<file path="src/hdl/d2h_pkg.sv">
package d2h_pkg;

   localparam int MANT_BITS       = 10;
   localparam int INT_BITS        = 16;
   localparam int FVAL_BITS       = 30;
   localparam int FDIG_BITS       = 4;
   localparam int EXP_BITS        = 5;
   localparam int MAX_FRAC_DIGITS = 9;
   localparam int EXP_BIAS        = 15;
   localparam int BELOW_BITS      = $clog2(INT_BITS);
   localparam int CNT_BITS        = $clog2(MANT_BITS + 1);

   typedef enum logic [1:0] {
      STATUS_OK       = 2'd0,
      STATUS_INT_ZERO = 2'd1,
      STATUS_FRAC_BIG = 2'd2
   } status_type;

   // controller to datapath
   typedef struct packed {
      logic load;
      logic setup;
      logic step;
      logic publish;
   } d2h_cmd_type;

   // datapath to controller
   typedef struct packed {
      logic steps_done;
      logic rsp_busy;
   } d2h_stat_type;

   // denominator for a given digit count, count already clamped
   function automatic logic [FVAL_BITS-1:0] pow_ten(input logic [FDIG_BITS-1:0] digits);
      logic [FVAL_BITS-1:0] p;
      case (digits)
         4'd0:    p = 30'd1;
         4'd1:    p = 30'd10;
         4'd2:    p = 30'd100;
         4'd3:    p = 30'd1000;
         4'd4:    p = 30'd10000;
         4'd5:    p = 30'd100000;
         4'd6:    p = 30'd1000000;
         4'd7:    p = 30'd10000000;
         4'd8:    p = 30'd100000000;
         default: p = 30'd1000000000;
      endcase
      return p;
   endfunction

endpackage

</file>
<file path="src/hdl/d2h_if.sv">
interface d2h_req_if import d2h_pkg::*; ();
   logic                 valid;
   logic                 ready;
   logic                 negative;
   logic [INT_BITS-1:0]  integer_part;
   logic [FVAL_BITS-1:0] fraction_value;
   logic [FDIG_BITS-1:0] fraction_digits;

   modport source (output valid, negative, integer_part, fraction_value, fraction_digits,
                   input ready);
   modport sink   (input valid, negative, integer_part, fraction_value, fraction_digits,
                   output ready);
endinterface

interface d2h_rsp_if import d2h_pkg::*; ();
   logic                 valid;
   logic                 ready;
   logic                 sign;
   logic [EXP_BITS-1:0]  exponent;
   logic [MANT_BITS-1:0] mantissa;
   logic [1:0]           status;

   modport source (output valid, sign, exponent, mantissa, status, input ready);
   modport sink   (input valid, sign, exponent, mantissa, status, output ready);
endinterface

</file>
<file path="src/hdl/d2h_ctrl.sv">
module d2h_ctrl import d2h_pkg::*; (
   input  logic         clock,
   input  logic         reset,
   input  logic         req_valid,
   output logic         req_ready,
   input  d2h_stat_type stat,
   output d2h_cmd_type  cmd
);

   typedef enum logic [1:0] {
      ST_IDLE,
      ST_SETUP,
      ST_ITER
   } state_type;

   state_type state_ff;
   logic      req_ready_ff;

   always_comb begin
      cmd.load    = (state_ff == ST_IDLE) && req_valid && req_ready_ff;
      cmd.setup   = (state_ff == ST_SETUP);
      cmd.step    = (state_ff == ST_ITER) && !stat.steps_done;
      cmd.publish = (state_ff == ST_ITER) && stat.steps_done && !stat.rsp_busy;
   end

   assign req_ready = req_ready_ff;

   always_ff @(posedge clock) begin
      if (reset) begin
         state_ff     <= ST_IDLE;
         req_ready_ff <= 1'b1;
      end else begin
         case (state_ff)
            ST_IDLE: begin
               if (req_valid && req_ready_ff) begin
                  state_ff     <= ST_SETUP;
                  req_ready_ff <= 1'b0;
               end
            end
            ST_SETUP: begin
               state_ff <= ST_ITER;
            end
            ST_ITER: begin
               // hold the finished word until the output register frees up
               if (stat.steps_done && !stat.rsp_busy) begin
                  state_ff     <= ST_IDLE;
                  req_ready_ff <= 1'b1;
               end
            end
            default: begin
               state_ff     <= ST_IDLE;
               req_ready_ff <= 1'b1;
            end
         endcase
      end
   end

endmodule

</file>
<file path="src/hdl/d2h_dp.sv">
module d2h_dp import d2h_pkg::*; (
   input  logic                 clock,
   input  logic                 reset,
   input  logic                 req_negative,
   input  logic [INT_BITS-1:0]  req_integer_part,
   input  logic [FVAL_BITS-1:0] req_fraction_value,
   input  logic [FDIG_BITS-1:0] req_fraction_digits,
   input  d2h_cmd_type          cmd,
   output d2h_stat_type         stat,
   output logic                 rsp_valid,
   input  logic                 rsp_ready,
   output logic                 rsp_sign,
   output logic [EXP_BITS-1:0]  rsp_exponent,
   output logic [MANT_BITS-1:0] rsp_mantissa,
   output status_type           rsp_status
);

   logic                  neg_ff;
   logic [INT_BITS-1:0]   ipart_ff;
   logic [FVAL_BITS-1:0]  fval_ff;
   logic [FVAL_BITS-1:0]  denom_ff;
   logic [FVAL_BITS-1:0]  rem_ff;
   logic                  frac_ok_ff;
   logic [MANT_BITS-1:0]  mant_ff;
   logic [CNT_BITS-1:0]   cnt_ff;
   logic [EXP_BITS-1:0]   exp_ff;
   status_type            status_ff;

   logic                  rsp_valid_ff;
   logic                  rsp_sign_ff;
   logic [EXP_BITS-1:0]   rsp_exp_ff;
   logic [MANT_BITS-1:0]  rsp_mant_ff;
   status_type            rsp_status_ff;

   logic [FDIG_BITS-1:0]  digits_clamp;
   logic [BELOW_BITS-1:0] below;
   logic [INT_BITS-1:0]   low_bits;
   logic [INT_BITS-1:0]   low_shift;
   logic                  frac_ok;
   logic [MANT_BITS-1:0]  mant_in;
   logic [CNT_BITS-1:0]   cnt_in;
   logic [EXP_BITS-1:0]   exp_in;
   status_type            status_in;
   logic [FVAL_BITS:0]    rem_dbl;
   logic                  take;
   logic [FVAL_BITS-1:0]  rem_in;

   assign digits_clamp = (req_fraction_digits > FDIG_BITS'(MAX_FRAC_DIGITS)) ?
                         FDIG_BITS'(MAX_FRAC_DIGITS) : req_fraction_digits;

   // leading-one position of the integer part
   always_comb begin
      below = '0;
      for (int i = 0; i < INT_BITS; i++) begin
         if (ipart_ff[i]) begin
            below = BELOW_BITS'(i);
         end
      end
   end

   // integer bits below the leading one
   always_comb begin
      for (int i = 0; i < INT_BITS; i++) begin
         low_bits[i] = ipart_ff[i] && (BELOW_BITS'(i) < below);
      end
   end

   assign low_shift = low_bits >> (below - BELOW_BITS'(MANT_BITS));
   assign frac_ok   = fval_ff < denom_ff;

   always_comb begin
      if (ipart_ff == '0) begin
         mant_in   = '0;
         cnt_in    = '0;
         exp_in    = '0;
         status_in = STATUS_INT_ZERO;
      end else begin
         exp_in    = EXP_BITS'(EXP_BIAS) + EXP_BITS'(below);
         status_in = frac_ok ? STATUS_OK : STATUS_FRAC_BIG;
         if (below <= BELOW_BITS'(MANT_BITS)) begin
            mant_in = low_bits[MANT_BITS-1:0];
            cnt_in  = CNT_BITS'(MANT_BITS) - CNT_BITS'(below);
         end else begin
            mant_in = low_shift[MANT_BITS-1:0];
            cnt_in  = '0;
         end
      end
   end

   // one restoring step: double the remainder, subtract the denominator if it fits
   assign rem_dbl = {rem_ff, 1'b0};
   assign take    = frac_ok_ff && (rem_dbl >= {1'b0, denom_ff});
   assign rem_in  = take ? FVAL_BITS'(rem_dbl - {1'b0, denom_ff}) : rem_dbl[FVAL_BITS-1:0];

   always_ff @(posedge clock) begin
      if (cmd.load) begin
         neg_ff   <= req_negative;
         ipart_ff <= req_integer_part;
         fval_ff  <= req_fraction_value;
         denom_ff <= pow_ten(digits_clamp);
      end
      if (cmd.setup) begin
         rem_ff     <= fval_ff;
         frac_ok_ff <= frac_ok;
         mant_ff    <= mant_in;
         exp_ff     <= exp_in;
         status_ff  <= status_in;
      end else if (cmd.step) begin
         rem_ff  <= rem_in;
         mant_ff <= {mant_ff[MANT_BITS-2:0], take};
      end
   end

   always_ff @(posedge clock) begin
      if (reset) begin
         cnt_ff <= '0;
      end else if (cmd.setup) begin
         cnt_ff <= cnt_in;
      end else if (cmd.step) begin
         cnt_ff <= cnt_ff - CNT_BITS'(1);
      end
   end

   always_ff @(posedge clock) begin
      if (reset) begin
         rsp_valid_ff <= 1'b0;
      end else if (cmd.publish) begin
         rsp_valid_ff <= 1'b1;
      end else if (rsp_ready) begin
         rsp_valid_ff <= 1'b0;
      end
   end

   always_ff @(posedge clock) begin
      if (cmd.publish) begin
         rsp_sign_ff   <= neg_ff;
         rsp_exp_ff    <= exp_ff;
         rsp_mant_ff   <= mant_ff;
         rsp_status_ff <= status_ff;
      end
   end

   assign stat.steps_done = (cnt_ff == '0);
   assign stat.rsp_busy   = rsp_valid_ff && !rsp_ready;

   assign rsp_valid    = rsp_valid_ff;
   assign rsp_sign     = rsp_sign_ff;
   assign rsp_exponent = rsp_exp_ff;
   assign rsp_mantissa = rsp_mant_ff;
   assign rsp_status   = rsp_status_ff;

endmodule

</file>
<file path="src/hdl/decimal_to_half_float_core.sv">
// channel   dir  word
// req_chan  in   negative, integer_part, fraction_value, fraction_digits
// rsp_chan  out  sign, exponent, mantissa, status
//
// One word at a time: accept, a setup step (leading-one search and
// integer bits), then one cycle per fraction bit from the restoring
// divide loop (0 to 10), then the word moves to the output register
// once that register is free. Reset is synchronous; it clears the controller
// and the output valid. A stalled rsp_chan holds the result in the output
// register while the next word is accepted and worked on.
module decimal_to_half_float_core import d2h_pkg::*; (
   input  logic      clock,
   input  logic      reset,
   d2h_req_if.sink   req_chan,
   d2h_rsp_if.source rsp_chan
);

   d2h_cmd_type  cmd;
   d2h_stat_type stat;
   status_type   rsp_status;

   d2h_ctrl u_ctrl (
      .clock     (clock),
      .reset     (reset),
      .req_valid (req_chan.valid),
      .req_ready (req_chan.ready),
      .stat      (stat),
      .cmd       (cmd)
   );

   d2h_dp u_dp (
      .clock               (clock),
      .reset               (reset),
      .req_negative        (req_chan.negative),
      .req_integer_part    (req_chan.integer_part),
      .req_fraction_value  (req_chan.fraction_value),
      .req_fraction_digits (req_chan.fraction_digits),
      .cmd                 (cmd),
      .stat                (stat),
      .rsp_valid           (rsp_chan.valid),
      .rsp_ready           (rsp_chan.ready),
      .rsp_sign            (rsp_chan.sign),
      .rsp_exponent        (rsp_chan.exponent),
      .rsp_mantissa        (rsp_chan.mantissa),
      .rsp_status          (rsp_status)
   );

   assign rsp_chan.status = rsp_status;

endmodule
</file>
<file path="src/flat_wrapper.sv">
// flat-port wrapper written by rule: the top's interface ports become plain ports
module decimal_to_half_float_core_flat import d2h_pkg::*;
  (clock, reset, req_chan_valid, req_chan_negative, req_chan_integer_part, req_chan_fraction_value, req_chan_fraction_digits, req_chan_ready, rsp_chan_valid, rsp_chan_sign, rsp_chan_exponent, rsp_chan_mantissa, rsp_chan_status, rsp_chan_ready);
  d2h_req_if req_chan_i ();
  d2h_rsp_if rsp_chan_i ();
  input  logic clock;
  input  logic reset;
  input wire logic [$bits(req_chan_i.valid)-1:0] req_chan_valid;
  input wire logic [$bits(req_chan_i.negative)-1:0] req_chan_negative;
  input wire logic [$bits(req_chan_i.integer_part)-1:0] req_chan_integer_part;
  input wire logic [$bits(req_chan_i.fraction_value)-1:0] req_chan_fraction_value;
  input wire logic [$bits(req_chan_i.fraction_digits)-1:0] req_chan_fraction_digits;
  output wire logic [$bits(req_chan_i.ready)-1:0] req_chan_ready;
  output wire logic [$bits(rsp_chan_i.valid)-1:0] rsp_chan_valid;
  output wire logic [$bits(rsp_chan_i.sign)-1:0] rsp_chan_sign;
  output wire logic [$bits(rsp_chan_i.exponent)-1:0] rsp_chan_exponent;
  output wire logic [$bits(rsp_chan_i.mantissa)-1:0] rsp_chan_mantissa;
  output wire logic [$bits(rsp_chan_i.status)-1:0] rsp_chan_status;
  input wire logic [$bits(rsp_chan_i.ready)-1:0] rsp_chan_ready;
  assign req_chan_i.valid = req_chan_valid;
  assign req_chan_i.negative = req_chan_negative;
  assign req_chan_i.integer_part = req_chan_integer_part;
  assign req_chan_i.fraction_value = req_chan_fraction_value;
  assign req_chan_i.fraction_digits = req_chan_fraction_digits;
  assign req_chan_ready = req_chan_i.ready;
  assign rsp_chan_valid = rsp_chan_i.valid;
  assign rsp_chan_sign = rsp_chan_i.sign;
  assign rsp_chan_exponent = rsp_chan_i.exponent;
  assign rsp_chan_mantissa = rsp_chan_i.mantissa;
  assign rsp_chan_status = rsp_chan_i.status;
  assign rsp_chan_i.ready = rsp_chan_ready;
  decimal_to_half_float_core u_core (.clock(clock), .reset(reset), .req_chan(req_chan_i), .rsp_chan(rsp_chan_i));
endmodule
</file>
<file path="config.mk">
export PLATFORM = sky130hd
export DESIGN_NAME = decimal_to_half_float_core_flat
export DESIGN_NICKNAME = d
export VERILOG_FILES = /design/src/hdl/d2h_pkg.sv /design/src/hdl/d2h_if.sv /design/src/hdl/d2h_ctrl.sv /design/src/hdl/d2h_dp.sv /design/src/hdl/decimal_to_half_float_core.sv /design/src/flat_wrapper.sv
export SDC_FILE = /design/constraint.sdc
export NUM_CORES = 1
export LEC_CHECK = 0
export BUFFER_PORTS_ARGS = -buffer_cell sky130_fd_sc_hd__buf_2
export CAP_MARGIN = 20
export CORE_MARGIN = 1.5
export CORE_UTILIZATION = 55
export CTS_CLUSTER_SIZE = 14
export DETAILED_ROUTE_END_ITERATION = 8
export PLACE_DENSITY = 0.79
export SYNTH_ARGS = -nofsm -noshare
export SYNTH_HDL_FRONTEND = slang
export SYNTH_HIERARCHICAL = 1
export SYNTH_SLANG_ARGS = --single-unit
</file>
<file path="constraint.sdc">
create_clock -name clock -period 3.7 [get_ports clock]
set_input_delay 0.74 -clock clock [delete_from_list [all_inputs] [get_ports clock]]
set_output_delay 0.74 -clock clock [all_outputs]
set_load 0.01 [all_outputs]
</file>
==> flow_summary.yaml, run 1 <==
clock_tree:
  cts_setup_buffers: 0
  max-clock-path-buffers: 2
  h-tree-depth: 4
  ctsRootBufferMaster: "clkbuf_16"
  cts.sinks: 144
  path_clk_slew_ns: 0.07
  cts_tree: "done"
  cts_resized: 0
  cts-hold-fix-buffers: 0
  clk_latency_ns: 0.43
  numCtsBuffers: 17
sta:
  slew_violations: 0
  slew_headroom_pct: 39.9
  max_freq_ghz: 0.313
  fin_skew_ns: 0.0119
  tightest_slew_ns: 0.902
  hold_slack_ns: 0.418
  hold_viol: 0
  setup_violations: 0
  fin_setup_tns_ns: 0
  grt_setup_unrepaired: "no"
  setup_slack_ns: 0.500
  fin_crit_ns: 3.20
  min_period_over_period_pct: 86.5
global_routing:
  antenna_found_initial: 0
  grt_max_degree: 72
  grt_overflow: 0
  grt_pass1_wl_mm: 31.9
  track_usage_pct: 24.6
  grt_pass1_vias: 6297
floorplan:
  dieArea_mm2: 0.0168
  rows: 46
  ios: 75
  die_h_um: 130
  start_util_pct: 56.0
  core_region_area_mm2: 0.0158
  die_x_um: 130
routing:
  dr.pass1.iters: 6
  drt-initial-drc-count: 791
  top_layer: "met4"
  drc_errors: 0
  wl_met2_mm: 9.28
  antenna_left: 0
  vias: 6928
  drt_wl_total_mm: 20.1
  post_drt_wl_per_cell_um: 17.4
  wl_met3_mm: 1.35
  vias_per_cell: 5.99
  wl_met1_mm: 9.23
finish:
  drive_gt1_share_pct: 15.3
  syn2layout_area_growth_pct: 14.2
  multi_input_area_mm2: 0.00433
  layout_common_cells: "136 x edfxtp_1, 74 x buf_2, 71 x ha_1"
  regArea_mm2: 0.00424
  final_net_count: 1054
  antenna_cells: 0
  final_common_cell: "edfxtp_1"
  fill_cells: 1251
  fin_area_mm2: 0.0101
placement:
  portBuffers: 74
  gp_congestion: 0.934
  placed_cell_area_mm2: 0.00954
  dp_slack_ns: 0.502
  dpl.hpwl_mm: 14.9
setup_path:
  end_kind: "register"
  slowest_delay_ns: 0.47
  crit_type: "reg -> reg"
  slowest_stage: "edfxtp_1"
  crit_chain: "inv_1 > a221oi_1 > o211ai_2 > buf_4 > ha_1 > nand2b_1 > o31ai_1 > nand2_1 > mux2_2 > o21a_1 > o2111ai_1"
  worstPathArrival_ns: 3.46
  required_ns: 3.96
  cp_max_fo: 16
  cp-start-kind: "register"
yosys:
  yosys_warnings: 6
  yosys.area_share.simple_pct: 14.9
  synth_cells: 842
  syn_avg_cell_area_um2: 10.5
  synth_compound_area_share_pct: 17.5
  synthAdderAreaFrac_pct: 10.3
  ys.flop_type: "edfxtp_1"
  synthArstFlopShare_pct: 0
  yosysSeqAreaShare_pct: 48.0
  synth.cell_area_mm2: 0.00884
  yosysUniqueCellTypes: 75
  synth_xor_area_share_pct: 2.87
  yosys_register_bits: 144
  synth_edf_count: 136
  synth_top_family_by_area: "compound AO/OA/AOI/OAI gates"
  synth_nets: 969
  yosysTopAreaCellShare_pct: 46.2
  muxShareOfSynthArea_pct: 3.09
  yosys-top-cells-area: "edfxtp_1 46%, ha_1 10%, a21oi_1 3.8%"
  yosys.area.top_type: "edfxtp_1"
hold_path:
  hold_path_class: "reg -> reg"
power:
  ir_drop_v: 0.000352
  power_density_mw_per_mm2: 486
  finalPower_mw: 4.90
  leakage_nw: 4.08
status:
  status: "completed"
job:
  max-cap-violations: 0
path summary, 6_finish.rpt:
| path | slack (ns) | from | cells past startpoint | end |
|---|---|---|---|---|
| setup / recovery | 0.50 | u_core/u_dp/ipart_ff[5] | 11 | u_core/u_dp/mant_ff[0] |
| hold / removal | 0.42 | u_core/u_dp/status_ff[0] | 0 | u_core/u_dp/rsp_status[0] |
| setup reg to reg | 0.50 | u_core/u_dp/ipart_ff[5] | 11 | u_core/u_dp/mant_ff[0] |
| hold reg to reg | 0.42 | u_core/u_dp/status_ff[0] | 0 | u_core/u_dp/rsp_status[0] |
area by class of cell:
class	instances	share of cell area, %
Inverter	49	1.82
Clock buffer	18	4.25
Sequential cell	144	42.0
Multi-Input combinational cell	623	42.9
Tap cell	216	2.68
Timing Repair Buffer	92	5.01
Clock inverter	14	1.30
Yosys cell counts (6+ instances only):
| library cell | count |
|---|---|
| a211oi_1 | 6 |
| a21o_1 | 18 |
| a21oi_1 | 67 |
| a31oi_1 | 11 |
| and3_1 | 12 |
| clkbuf_1 | 19 |
| dfxtp_1 | 8 |
| edfxtp_1 | 136 |
| ha_1 | 71 |
| inv_1 | 47 |
| mux2i_1 | 25 |
| nand2_1 | 61 |
| nand2b_1 | 25 |
| nand3_1 | 30 |
| nand4_1 | 8 |
| nor2_1 | 63 |
| nor2b_1 | 13 |
| nor3_1 | 15 |
| o211ai_1 | 8 |
| o21a_1 | 6 |
| o21ai_0 | 37 |
| o21ai_1 | 8 |
| o21bai_1 | 8 |
| o311ai_1 | 12 |
| xnor2_1 | 12 |
| xor2_1 | 17 |
flip-flops by register name, indices dropped and copies added (netlist names), 2 cells and up:
name / cells
u_core/u_dp/rsp_exponent: 5
u_core/u_dp/fval_ff: 30
u_core/u_dp/cnt_ff: 4
u_core/u_dp/status_ff: 2
u_core/u_dp/ipart_ff: 16
u_core/u_dp/exp_ff: 5
u_core/u_dp/mant_ff: 10
u_core/u_ctrl/state_ff: 2
u_core/u_dp/rem_ff: 30
u_core/u_dp/denom_ff: 23
u_core/u_dp/rsp_mantissa: 10
u_core/u_dp/rsp_status: 2
per-stage QoR:
stage                     std cells  utilization, %
final                          1156            64.0
after global routing           1156            64.0
after CTS                      1156            64.0
after detailed placement       1124            60.5
after global placement         1124            60.5
after floorplan                 842               -
metal layers:
metal  up-vias  GRT usage (%)
met5         -              0
met2       280           38.6
li1       3344              -
met3        22           4.14
met4         0           7.45
met1      3282           35.2
logic make-up (layout without fill, tap and decap cells):
logic type                 after synthesis  count (layout)
and+or+nand+nor                        262             262
AOI/OAI and AO/OA                      233             233
DFF                                    144             144
buffers and inverters                   75             173
adders and majority gates               72              72
xor gates and xnor gates                29              29
muxes                                   27              27
power breakdown:
group / switching [mW] / total, mW / internal, mW / leakage, nW
Clock: 0.705 / 1.64 / 0.935 / 0.273
Sequential: 0.0842 / 2.06 / 1.98 / 1.33
Combinational: 0.713 / 1.20 / 0.490 / 2.47
Total: 1.50 / 4.90 / 3.40 / 4.08
critical path, delay by kind of cell, from the launching register on:
| kind | cells | cell delay, ns |
|---|---|---|
| buffers and inverters | 2 | 0.34 |
| and+or+nand+nor | 2 | 0.34 |
| AOI/OAI and AO/OA | 5 | 1.21 |
| adders and majority gates | 1 | 0.34 |
| DFF | 1 | 0.47 |
| muxes | 1 | 0.32 |
No activity file was read; power rests on OpenSTA's default activity.
==> inputs of run 2 (changes only) <==
--- a/config.mk
+++ b/config.mk
@@ -7,2 +7,3 @@
 export LEC_CHECK = 0
+export ABC_AREA = 1
 export BUFFER_PORTS_ARGS = -buffer_cell sky130_fd_sc_hd__buf_2
--- a/constraint.sdc
+++ b/constraint.sdc
@@ -3,2 +3,2 @@
 set_output_delay 0.74 -clock clock [all_outputs]
-set_load 0.01 [all_outputs]
+set_load 0.005 [all_outputs]
==> flow_summary.yaml, run 2 <==
power:
  switchingPower_mw: 1.72
  swShare_pct: 33.7
  seqPwrFrac_pct: 41.2
  p_int_mw: 3.38
  pwr-share-comb_pct: 27.9
  finalPower_mw: 5.09
  ir_drop_v: 0.000361
  clkPwrFrac_pct: 30.9
  leakage_nw: 4.46
  power_density_mw_per_mm2: 500
placement:
  portBuffers: 74
  placed_cell_area_mm2: 0.00965
  gp_congestion: 0.946
  dp_cells: 1300
  dpl.hpwl_mm: 16.6
  dp_slack_ns: 0.582
job:
  max-cap-violations: 0
setup_path:
  cp_num_buf_inv: 3
  crit_type: "reg -> reg"
  worstPathArrival_ns: 3.39
  cp_max_fo: 12
  end_kind: "register"
  slowest_delay_ns: 0.41
  cp-start-kind: "register"
  slowest_stage: "edfxtp_1"
  required_ns: 3.88
  cp_common_cell: "nand2_1"
  crit_family: "simple AND/OR/NAND/NOR gates"
global_routing:
  grt_overflow: 0
  grt_pass1_wl_mm: 35.9
  track_usage_pct: 26.4
  grt_pass1_vias: 7150
  grt_max_degree: 63
  antenna_found_initial: 0
yosys:
  yosysUniqueCellTypes: 56
  synth_most_common_cell: "nand2_1"
  yosysSeqAreaShare_pct: 47.0
  synth_nets: 1148
  synthArstFlopShare_pct: 0
  yosys_register_bits: 144
  yosys-top-cells-count: "229 x nand2_1, 136 x edfxtp_1, 126 x inv_1, 75 x nor2_1, 71 x ha_1"
  yosys.area.top_type: "edfxtp_1"
  synth_cells: 1021
  yosys_warnings: 6
  synth_edf_count: 136
  yosysTopAreaCellShare_pct: 45.2
  ys.flop_type: "edfxtp_1"
  syn_avg_cell_area_um2: 8.85
  yosys-top-cells-area: "edfxtp_1 45%, ha_1 9.8%, nand2_1 9.5%"
  synth.cell_area_mm2: 0.00903
clock_tree:
  cts.sinks: 144
  cts_resized: 0
  numCtsBuffers: 17
  max-clock-path-buffers: 2
  cts_setup_buffers: 0
  clk_latency_ns: 0.43
  h-tree-depth: 4
  path_clk_slew_ns: 0.06
  cts-hold-fix-buffers: 0
  cts_tree: "done"
  ctsRootBufferMaster: "clkbuf_16"
routing:
  antenna_left: 0
  drt_wl_total_mm: 22.0
  dr.pass1.iters: 7
  drc_errors: 0
  drt-initial-drc-count: 772
  post_drt_wl_per_cell_um: 16.5
  vias_per_cell: 5.54
  vias: 7375
sta:
  setup_slack_ns: 0.491
  slew_violations: 0
  grt_setup_unrepaired: "no"
  fin_skew_ns: 0.0106
  min_period_over_period_pct: 86.7
  tightest_slew_ns: 0.780
  hold_viol: 0
  hold_slack_ns: 0.419
  fin_crit_ns: 3.21
  setup_violations: 0
  max_freq_ghz: 0.312
  fin_setup_tns_ns: 0
  slew_headroom_pct: 46.6
finish:
  final_common_cell: "nand2_1"
  syn2layout_area_growth_pct: 12.7
  fin_area_mm2: 0.0102
  top_regs: "u_core/u_dp/fval_ff x30, u_core/u_dp/rem_ff x30, u_core/u_dp/denom_ff x23"
  layout_common_cells: "229 x nand2_1, 136 x edfxtp_1, 125 x inv_1"
  final_cells: 1332
  antenna_cells: 0
  final_net_count: 1230
  fin_util_pct: 63.9
  drive_gt1_share_pct: 15.0
floorplan:
  rows: 46
  core_region_area_mm2: 0.0159
  ios: 75
  start_util_pct: 56.7
  die_x_um: 131
  dieArea_mm2: 0.0172
  die_h_um: 131
status:
  status: "completed"
hold_path:
  hold_path_class: "reg -> reg"
run 2: logic make-up after synthesis:
kind of cell	count (synthesis)	synth area share [%]
and+or+nand+nor	422	20.3
AOI/OAI and AO/OA	195	12.8
buffers and inverters	161	7.24
DFF	144	47.0
adders and majority gates	72	10.1
xor gates and xnor gates	27	2.62
run 2: power groups by stage:
stage	combinational (mW)	sequential, mW	clock [mW]
2_1_floorplan	1.06	2.11	0
3_3_place_gp	1.37	2.13	0
3_5_place_dp	1.39	2.13	0
4_1_cts	1.41	2.10	1.60
5_1_grt	1.60	2.11	1.65
6_report	1.42	2.10	1.57
run 2: worst reg2reg max path: cells and delay by family (launching register included):
family,cells,cell delay (ns)
flip-flops,1,0.41
adder cells (fa/ha/maj),1,0.24
AO/OA/AOI/OAI,2,0.38
buffers and inverters,3,0.29
AND/OR/NAND/NOR,20,1.63
run 2: layout make-up:
class,count,area [um2]
timing repair buffer,85,465
sequential,144,4240
clock buffer,18,429
inverter,139,527
multi-input combinational,716,4140
clock inverter,14,105
tap,216,270
fill,1323,5760
run 2: per-layer routing:
layer  part of all wire, %  up-vias  wire [um]  GRT usage (%)
met3                   5.3       28       1160           4.28
met5                     0        -          0              0
met4                   1.7        0        372           8.30
met2                    47      254      10400           44.2
met1                    46     3442      10100           35.3
li1                      -     3651          -              -
run 2: path summary, 6_finish.rpt:
check / from / end / slack [ns] / cells past startpoint
min reg2reg: u_core/u_dp/status_ff[0] / u_core/u_dp/rsp_status[0] / 0.42 / 0
max reg2reg: u_core/u_dp/ipart_ff[2] / u_core/u_dp/mant_ff[5] / 0.49 / 26
min: u_core/u_dp/status_ff[0] / u_core/u_dp/rsp_status[0] / 0.42 / 0
max: u_core/u_dp/ipart_ff[2] / u_core/u_dp/mant_ff[5] / 0.49 / 26
